## src/hdl/generational_handle_table_defines.svh

```systemverilog
// Assertion macros for the generational handle table, used by ght_ctrl.
// Depends on a clock named clk and an active-low reset named rst_n in scope.
`ifndef GENERATIONAL_HANDLE_TABLE_DEFINES_SVH
`define GENERATIONAL_HANDLE_TABLE_DEFINES_SVH

// Checks a property on every clock edge outside reset.
`define GHT_ASSERT(lbl, prop, msg) \
    lbl: assert property (@(posedge clk) disable iff (!rst_n) prop) else $error(msg);

// Checks a property on every clock edge, reset included.
`define GHT_ASSERT_ALWAYS(lbl, prop, msg) \
    lbl: assert property (@(posedge clk) prop) else $error(msg);

`endif

```

## src/hdl/ght_pkg.sv

```systemverilog
// Types, codes and helpers for the generational handle table.
// Used by ght_mem, ght_ctrl and generational_handle_table; no dependencies.
package ght_pkg;

    localparam int TABLE_SLOTS_DEF = 16;
    localparam int GEN_SHIFT = 16;
    localparam logic [15:0] IDX_MASK = 16'hFFFF;

    typedef enum logic [3:0] {
        OP_CREATE    = 4'd0,
        OP_DESTROY   = 4'd1,
        OP_LOOKUP    = 4'd2,
        OP_SET_STATE = 4'd3,
        OP_SET_ENTRY = 4'd4,
        OP_SET_EXIT  = 4'd5,
        OP_SET_PORT  = 4'd6,
        OP_FIND      = 4'd7,
        OP_RESET     = 4'd8
    } op_t;

    typedef enum logic [1:0] {
        ST_OK   = 2'd0,
        ST_BAD  = 2'd1,
        ST_FULL = 2'd2,
        ST_NONE = 2'd3
    } status_t;

    typedef enum logic [2:0] {
        S_CLEAR,
        S_IDLE,
        S_RD,
        S_EVAL,
        S_DONE
    } fsm_t;

    typedef struct packed {
        logic [3:0]  op;
        logic [31:0] pid;
        logic [31:0] subject;
        logic [31:0] aspace;
        logic [2:0]  new_state;
        logic [31:0] entry_tag;
        logic [31:0] exit_code_in;
        logic [31:0] port_tag;
    } req_t;

    typedef struct packed {
        logic [1:0]  status;
        logic [31:0] pid_out;
        logic [31:0] subject_out;
        logic [31:0] aspace_out;
        logic [2:0]  state_out;
        logic [31:0] entry_out;
        logic [31:0] exit_code_out;
        logic [31:0] port_out;
    } rsp_t;

    typedef struct packed {
        logic        live;
        logic [15:0] gen;
        logic [31:0] subject;
        logic [31:0] aspace;
        logic [2:0]  state;
        logic [31:0] entry;
        logic [31:0] exit_val;
        logic [31:0] port;
    } slot_t;

    typedef struct packed {
        logic  we;
        slot_t wdata;
    } mem_wr_t;

    function automatic logic [15:0] next_gen(input logic [15:0] g);
        logic [15:0] n;
        n = g + 16'd1;
        return (n == 16'd0) ? 16'd1 : n;
    endfunction

endpackage

```

## src/hdl/ght_mem.sv

```systemverilog
// Slot memory of the generational handle table: one address, shared by the write and the registered read.
// Depends on ght_pkg for the slot record type.
module ght_mem #(
    parameter int TABLE_SLOTS = ght_pkg::TABLE_SLOTS_DEF,
    parameter int IDX_W = 1
) (
    input  logic                 clk,
    input  logic [IDX_W-1:0]     addr,
    input  ght_pkg::mem_wr_t     wr,
    output ght_pkg::slot_t       rdata
);
    import ght_pkg::*;

    slot_t mem_reg [TABLE_SLOTS];

    always_ff @(posedge clk)
    begin
        if (wr.we)
        begin
            mem_reg[addr] <= wr.wdata;
        end
        rdata <= mem_reg[addr];
    end

endmodule

```

## src/hdl/ght_ctrl.sv

```systemverilog
// Sequencer of the generational handle table: scans and updates the slot memory.
// Depends on ght_pkg and on generational_handle_table_defines.svh.
`include "generational_handle_table_defines.svh"
module ght_ctrl #(
    parameter int TABLE_SLOTS = ght_pkg::TABLE_SLOTS_DEF,
    parameter int IDX_W = 1
) (
    input  logic                 clk,
    input  logic                 rst_n,
    input  logic                 req_valid,
    output logic                 req_stall,
    input  ght_pkg::req_t        req,
    output logic                 res_valid,
    input  logic                 res_ready,
    output ght_pkg::rsp_t        res,
    output logic [IDX_W-1:0]     mem_addr,
    output ght_pkg::mem_wr_t     mem_wr,
    input  ght_pkg::slot_t       mem_rdata
);
    import ght_pkg::*;

    localparam logic [IDX_W-1:0] LAST = IDX_W'(TABLE_SLOTS - 1);

    fsm_t state_reg, state_next;
    logic [IDX_W-1:0] cnt_reg, cnt_next;
    req_t req_reg;
    rsp_t res_reg, res_next;

    logic is_single, is_scan, early_done, hit, last, eval_done;
    logic [IDX_W-1:0] slot_addr;

    assign last = (cnt_reg == LAST);
    assign is_single = (req_reg.op == OP_DESTROY) || (req_reg.op == OP_LOOKUP)
                    || (req_reg.op == OP_SET_STATE) || (req_reg.op == OP_SET_ENTRY)
                    || (req_reg.op == OP_SET_EXIT) || (req_reg.op == OP_SET_PORT);
    assign is_scan = (req_reg.op == OP_CREATE) || (req_reg.op == OP_RESET)
                  || (req_reg.op == OP_FIND);
    assign slot_addr = is_single ? req_reg.pid[IDX_W-1:0] : cnt_reg;
    assign hit = mem_rdata.live && (mem_rdata.gen == req_reg.pid[31:GEN_SHIFT]);

    // Items that finish without touching the memory.
    always_comb
    begin
        early_done = 1'b0;
        if (!is_single && !is_scan)
        begin
            early_done = 1'b1;
        end
        else if (req_reg.op == OP_FIND && req_reg.subject == 32'd0)
        begin
            early_done = 1'b1;
        end
        else if (is_single && (req_reg.pid == 32'd0
                 || 32'(req_reg.pid[15:0] & IDX_MASK) >= 32'(TABLE_SLOTS)))
        begin
            early_done = 1'b1;
        end
    end

    always_comb
    begin
        eval_done = 1'b1;
        case (req_reg.op)
            OP_CREATE: eval_done = !mem_rdata.live || last;
            OP_FIND:   eval_done = (mem_rdata.live && mem_rdata.subject == req_reg.subject)
                                   || last;
            OP_RESET:  eval_done = last;
            default:   eval_done = 1'b1;
        endcase
    end

    // Next state.
    always_comb
    begin
        state_next = state_reg;
        case (state_reg)
            S_CLEAR: if (last) state_next = S_IDLE;
            S_IDLE:  if (req_valid) state_next = S_RD;
            S_RD:    state_next = early_done ? S_DONE : S_EVAL;
            S_EVAL:  state_next = eval_done ? S_DONE : S_RD;
            S_DONE:  if (res_ready) state_next = S_IDLE;
            default: state_next = S_CLEAR;
        endcase
    end

    // Memory access, counter and result.
    always_comb
    begin
        mem_wr.we = 1'b0;
        mem_wr.wdata = mem_rdata;
        mem_addr = slot_addr;
        cnt_next = cnt_reg;
        res_next = res_reg;
        case (state_reg)
            S_CLEAR:
            begin
                mem_addr = cnt_reg;
                mem_wr.we = 1'b1;
                mem_wr.wdata = '0;
                mem_wr.wdata.gen = 16'd1;
                cnt_next = last ? '0 : cnt_reg + 1'b1;
            end
            S_IDLE:
            begin
                cnt_next = '0;
            end
            S_RD:
            begin
                res_next = '0;
                if (req_reg.op == OP_FIND && req_reg.subject == 32'd0)
                begin
                    res_next.status = ST_NONE;
                end
                else if (is_single && early_done)
                begin
                    res_next.status = ST_BAD;
                end
            end
            S_EVAL:
            begin
                if (!eval_done)
                begin
                    cnt_next = cnt_reg + 1'b1;
                end
                case (req_reg.op)
                    OP_CREATE:
                    begin
                        if (!mem_rdata.live)
                        begin
                            mem_wr.we = 1'b1;
                            mem_wr.wdata = '0;
                            mem_wr.wdata.live = 1'b1;
                            mem_wr.wdata.gen = mem_rdata.gen;
                            mem_wr.wdata.subject = req_reg.subject;
                            mem_wr.wdata.aspace = req_reg.aspace;
                            res_next.pid_out = {mem_rdata.gen, 16'(cnt_reg)};
                        end
                        else if (last)
                        begin
                            res_next.status = ST_FULL;
                        end
                    end
                    OP_FIND:
                    begin
                        if (mem_rdata.live && mem_rdata.subject == req_reg.subject)
                        begin
                            res_next.aspace_out = mem_rdata.aspace;
                        end
                        else if (last)
                        begin
                            res_next.status = ST_NONE;
                        end
                    end
                    OP_RESET:
                    begin
                        mem_wr.we = 1'b1;
                        mem_wr.wdata = '0;
                        mem_wr.wdata.gen = next_gen(mem_rdata.gen);
                    end
                    default:
                    begin
                        if (!hit)
                        begin
                            res_next.status = ST_BAD;
                        end
                        else
                        begin
                            case (req_reg.op)
                                OP_DESTROY:
                                begin
                                    res_next.subject_out = mem_rdata.subject;
                                    mem_wr.we = 1'b1;
                                    mem_wr.wdata.live = 1'b0;
                                    mem_wr.wdata.gen = next_gen(mem_rdata.gen);
                                    mem_wr.wdata.subject = '0;
                                    mem_wr.wdata.aspace = '0;
                                end
                                OP_LOOKUP:
                                begin
                                    res_next.subject_out = mem_rdata.subject;
                                    res_next.aspace_out = mem_rdata.aspace;
                                    res_next.state_out = mem_rdata.state;
                                    res_next.entry_out = mem_rdata.entry;
                                    res_next.exit_code_out = mem_rdata.exit_val;
                                    res_next.port_out = mem_rdata.port;
                                end
                                OP_SET_STATE:
                                begin
                                    mem_wr.we = 1'b1;
                                    mem_wr.wdata.state = req_reg.new_state;
                                end
                                OP_SET_ENTRY:
                                begin
                                    mem_wr.we = 1'b1;
                                    mem_wr.wdata.entry = req_reg.entry_tag;
                                end
                                OP_SET_EXIT:
                                begin
                                    mem_wr.we = 1'b1;
                                    mem_wr.wdata.exit_val = req_reg.exit_code_in;
                                end
                                default:
                                begin
                                    mem_wr.we = 1'b1;
                                    mem_wr.wdata.port = req_reg.port_tag;
                                end
                            endcase
                        end
                    end
                endcase
            end
            default:
            begin
                cnt_next = cnt_reg;
            end
        endcase
    end

    always_ff @(posedge clk or negedge rst_n)
    begin
        if (!rst_n)
        begin
            state_reg <= S_CLEAR;
            cnt_reg <= '0;
        end
        else
        begin
            state_reg <= state_next;
            cnt_reg <= cnt_next;
        end
    end

    always_ff @(posedge clk)
    begin
        if (state_reg == S_IDLE && req_valid)
        begin
            req_reg <= req;
        end
        res_reg <= res_next;
    end

    assign req_stall = (state_reg != S_IDLE);
    assign res_valid = (state_reg == S_DONE);
    assign res = res_reg;

    `GHT_ASSERT(a_wr_state, mem_wr.we |-> (state_reg == S_CLEAR || state_reg == S_EVAL), "memory written outside clear or evaluate")
    `GHT_ASSERT(a_gen_nonzero, mem_wr.we |-> (mem_wr.wdata.gen != 16'd0), "generation zero written")
    `GHT_ASSERT(a_accept_read, (req_valid && !req_stall) |=> (state_reg == S_RD), "accepted transaction not started")
    `GHT_ASSERT(a_create_gen, (res_valid && req_reg.op == OP_CREATE && res_reg.status == ST_OK) |-> (res_reg.pid_out[31:16] != 16'd0), "created handle has generation zero")

endmodule

```

## src/hdl/generational_handle_table.sv

```systemverilog
// Generational handle table: issues 32-bit handles {generation, slot index} for a
// fixed slot table. After reset the block first clears its slot memory, one slot a
// cycle, and takes no transaction until that is done. One request is worked at a
// time. Every slot access is a read of the single-port slot memory followed by an
// evaluate state. A handle operation (destroy, lookup, set) visits its one slot;
// create, find and table reset visit slots in turn, up to TABLE_SLOTS (table reset
// always visits all). Unused codes, a bad handle index and find of subject zero
// answer straight after the read, with no evaluate state. The result sits in an
// output register, so the next request is taken while a finished result still
// waits for the consumer.
// Depends on ght_pkg, ght_ctrl and ght_mem.
module generational_handle_table #(
    parameter int TABLE_SLOTS = ght_pkg::TABLE_SLOTS_DEF
) (
    input  logic           clk,
    input  logic           rst_n,
    input  logic           req_valid,
    output logic           req_stall,
    input  ght_pkg::req_t  req,
    output logic           rsp_valid,
    input  logic           rsp_stall,
    output ght_pkg::rsp_t  rsp
);
    import ght_pkg::*;

    localparam int IDX_W = (TABLE_SLOTS > 1) ? $clog2(TABLE_SLOTS) : 1;

    logic             res_valid;
    logic             res_ready;
    rsp_t             res;
    logic [IDX_W-1:0] mem_addr;
    mem_wr_t          mem_wr;
    slot_t            mem_rdata;
    logic             rsp_valid_reg, rsp_valid_next;
    rsp_t             rsp_reg;

    ght_ctrl #(
        .TABLE_SLOTS(TABLE_SLOTS),
        .IDX_W(IDX_W)
    ) u_ctrl (
        .clk(clk),
        .rst_n(rst_n),
        .req_valid(req_valid),
        .req_stall(req_stall),
        .req(req),
        .res_valid(res_valid),
        .res_ready(res_ready),
        .res(res),
        .mem_addr(mem_addr),
        .mem_wr(mem_wr),
        .mem_rdata(mem_rdata)
    );

    ght_mem #(
        .TABLE_SLOTS(TABLE_SLOTS),
        .IDX_W(IDX_W)
    ) u_mem (
        .clk(clk),
        .addr(mem_addr),
        .wr(mem_wr),
        .rdata(mem_rdata)
    );

    // The output register frees up when it is empty or being taken this cycle.
    assign res_ready = !rsp_valid_reg || !rsp_stall;

    always_comb
    begin
        rsp_valid_next = rsp_valid_reg;
        if (res_ready)
        begin
            rsp_valid_next = res_valid;
        end
    end

    always_ff @(posedge clk or negedge rst_n)
    begin
        if (!rst_n)
        begin
            rsp_valid_reg <= 1'b0;
        end
        else
        begin
            rsp_valid_reg <= rsp_valid_next;
        end
    end

    always_ff @(posedge clk)
    begin
        if (res_ready && res_valid)
        begin
            rsp_reg <= res;
        end
    end

    assign rsp_valid = rsp_valid_reg;
    assign rsp = rsp_reg;

endmodule

```

## config.mk

```make
export PLATFORM = sky130hd
export DESIGN_NAME = generational_handle_table
export DESIGN_NICKNAME = d
export VERILOG_FILES = /design/src/hdl/ght_pkg.sv /design/src/hdl/ght_mem.sv /design/src/hdl/ght_ctrl.sv /design/src/hdl/generational_handle_table.sv
export VERILOG_INCLUDE_DIRS = /design/src /design/src/hdl
export SDC_FILE = /design/constraint.sdc
export NUM_CORES = 2
export LEC_CHECK = 0
export ABC_AREA = 0
export BUFFER_PORTS_ARGS = -buffer_cell sky130_fd_sc_hd__clkbuf_2
export CAP_MARGIN = 20
export CORE_AREA = 4 4 714 716
export CTS_CLUSTER_DIAMETER = 100
export DETAILED_ROUTE_END_ITERATION = 10
export DIE_AREA = 0 0 718 720
export GPL_TIMING_DRIVEN = 0
export SLEW_MARGIN = 20
export SYNTH_ARGS = -nofsm -noshare
export SYNTH_HDL_FRONTEND = slang
export SYNTH_SLANG_ARGS = --single-unit
```

## constraint.sdc

```tcl
create_clock -name clk -period 15.6 [get_ports clk]
set_input_delay 3.12 -clock clk [delete_from_list [all_inputs] [get_ports clk]]
set_output_delay 3.12 -clock clk [all_outputs]
set_load 0.005 [all_outputs]
```

==> impl_metrics.py <==
metrics = {
    "sta": {
        "rsz0062_at_grt": "no",
        "skew_ns": 0.09263,
        "fin_crit_sh_pct": 41.00,
        "finalSetupViolations": 0,
        "finalSetupTns_ns": 0,
        "hold_ws_ns": 0.4177,
        "drv_slew": 0,
        "tightest_slew_ns": 1.207,
        "post-route-min-period_ns": 6.397,
        "fmax_ghz": 0.1563,
        "fin_ws_ns": 9.203,
        "hold_viol_final": 0,
        "slew_headroom_pct": 19.55,
    },
    "routing": {
        "wire_per_inst_um": 26.14,
        "ant_nets": 0,
        "firstDrtPassIters": 10,
        "vias": 75385,
        "drt_iter0_markers": 11570,
        "wl_um": 405000,
        "drc": 0,
        "viasPerCell": 4.866,
    },
    "floorplan": {
        "dieArea_mm2": 0.5170,
        "die_h_um": 720,
        "ios": 402,
        "rows": 261,
        "core_mm2": 0.5039,
        "start_util_pct": 25.87,
        "die_x_um": 718,
    },
    "setup_path": {
        "path_class": "reg -> reg",
        "critPathTopFamily": "buffers and inverters",
        "cp-end-kind": "register",
        "arrival_ns": 7.03,
        "cpMaxStageDelayCell": "buf_2",
        "crit_chain": "clkbuf_1, nor3_4, nor4_4, nand3_1, o21ai_1, buf_2, buf_2, buf_1, nor3b_2, buf_4, buf_4, buf_4, buf_6, buf_4, buf_4",
        "cp-start-kind": "register",
        "cp_max_fo": 10,
        "path_buf_inv": 10,
        "cp.required_ns": 16.23,
        "max_stage_delay_ns": 0.78,
        "cpMostUsedCell": "buf_4",
    },
    "clock_tree": {
        "post_cts.repair.setup_buffers": 0,
        "root_buffer": "clkbuf_16",
        "cts_resized": 0,
        "clk_pin_slew_ns": 0.06,
        "clk-insertion-delay-late_ns": 0.93,
        "cts_made_buffers": 347,
        "clock-sinks": 3637,
        "cts.hold.buffers_added": 0,
        "htreeDepth": 5,
        "cts_buffer_depth": 4,
        "cts_tree": "yes",
    },
    "synth": {
        "synthArstFlopShare_pct": 0.2200,
        "synth.distinct_cells": 68,
        "synth_warnings": 0,
        "ys_seq_area_share_pct": 82.38,
        "syn_area_per_cell_um2": 17.63,
        "synth_top_area_share_pct": 79.46,
        "synth_top_cell_by_area": "edfxtp_1",
        "synth_area_mm2": 0.1303,
        "synth.area.top_cells": "edfxtp_1, a222oi_1, dfxtp_1",
        "synth_cells": 7394,
        "synth_seq_cells": 3637,
        "synth-edff-count": 3449,
        "synth_ff_type": "edfxtp_1",
    },
    "grt": {
        "use_met2_pct": 24.97,
        "grt_usage_pct": 14.98,
        "busiest_layer": "met2",
        "grt_max_degree": 51,
        "antenna_found_initial": 40,
        "met1_usage_pct": 18.87,
        "grt_overflow_total": 0,
        "grt_use_met3_pct": 3.144,
        "grt_pass1_vias": 73571,
        "grt_pass1_wl_um": 563600,
    },
    "placement": {
        "place.gp.congestion": 0.7842,
        "dp_hpwl_um": 288500,
        "placed_cells": 14839,
        "placed_area_mm2": 0.1459,
        "port_buffers": 389,
        "pre_cts_slack_ns": 9.305,
    },
    "cells_and_area": {
        "post-route-util_pct": 31.24,
        "multiInputGateArea_mm2": 0.02128,
        "finalNetCount": 8687,
        "finalNonFillerCells": 15493,
        "fillers": 48759,
        "drive_gt1_share_pct": 16.86,
        "final_area_mm2": 0.1574,
        "syn_to_final_growth_pct": 20.77,
        "seq_area_mm2": 0.1074,
        "largest_reg_flops": 2880,
    },
    "run": {
        "cap_violations": 0,
    },
    "power": {
        "p_total_mw": 34.69,
        "vdd_ir_drop_max_mv": 0.1562,
        "p_per_area_mw_per_mm2": 220.4,
        "p_leak_nw": 50.44,
    },
    "run_status": {
        "outcome": "finished, final reports clean",
    },
    "worst_hold_path": {
        "min_path_type": "reg -> reg",
    },
}
[power by group]
group	switching, mW	total [mW]	leakage, nW	internal (mW)
sequential	0.841	15.1	33.5	14.3
clock	3.69	8.47	5.61	4.78
combinational	7.96	11.1	11.3	3.16
total	12.5	34.7	50.4	22.2
[cell usage after synthesis (all sizes together), types with 3 or more instances]
master / n
dfrtp: 8
o21a: 4
buf: 152
nor2b: 3
and3: 14
o21ai: 58
o31ai: 4
nor3: 15
edfxtp: 3449
and4: 182
a211oi: 4
or2: 6
o41ai: 3
a31oi: 5
clkbuf: 360
a21o: 3
xor2: 20
or3: 4
a22o: 131
nand4: 16
nor3b: 4
a222oi: 720
a21oi: 422
o2bb2ai: 36
inv: 6
or4b: 3
o22a: 3
nand2: 877
mux2i: 3
dfxtp: 180
xnor2: 32
nand3b: 6
nand3: 375
o22ai: 3
nor4: 25
and2: 185
or4: 4
nor2: 42
nand2b: 9
[cell families after synthesis]
kind of cell,synth area share [%]
XOR/XNOR,0.3667
buffers and inverters,1.659
AO/OA/AOI/OAI,8.758
AND/OR/NAND/NOR,6.793
other,0.002877
adder cells (fa/ha/maj),0.01920
flip-flops,82.38
multiplexers,0.02304
[path summary, 6_finish.rpt]
path,depth (start not counted),start,slack (ns),end
setup / recovery,15,u_ctrl.req_reg[197],9.20,u_mem.mem_reg[3][66]
hold / removal,0,u_ctrl.res[157],0.42,rsp[157]
setup reg to reg,15,u_ctrl.req_reg[197],9.20,u_mem.mem_reg[3][66]
hold reg to reg,0,u_ctrl.res[157],0.42,rsp[157]
max in group asynchronous,1,rst_n,13.31,u_ctrl.cnt_reg[3]
min in group asynchronous,1,rst_n,2.09,u_ctrl.cnt_reg[1]
[placed cells by master (no fill, tap or decap), types with 31 or more instances in the layout]
cell type  instances
a21oi_1          417
a222oi_1         720
a22o_1           131
and2_1           184
and4_1           182
buf_1             45
buf_12            77
buf_16            57
buf_2             87
buf_4            180
buf_6             41
clkbuf_1         400
clkbuf_16        352
clkbuf_2         410
clkbuf_8          31
clkinv_1          43
clkinv_2          82
dfxtp_1          180
edfxtp_1        3449
nand2_1          877
nand3_1          375
o21ai_0           48
o2bb2ai_2         33
[metal layers]
metal / up-vias / share of wire (%)
met5: - / 0.023
li1: 32494 / -
met2: 3735 / 48
met3: 617 / 9.0
met1: 38525 / 39
met4: 14 / 4.6
[area by class of cell]
type                       count  area share, %
multi-input combinational   3249          13.52
timing repair buffer         728          4.288
inverter                       6        0.01431
clock inverter               192          1.203
clock buffer                 446          6.017
tap                         6706          5.331
buffer                       513          1.385
sequential                  3637          68.21
antenna                       16        0.02544
No activity file was read; power rests on OpenSTA's default activity.
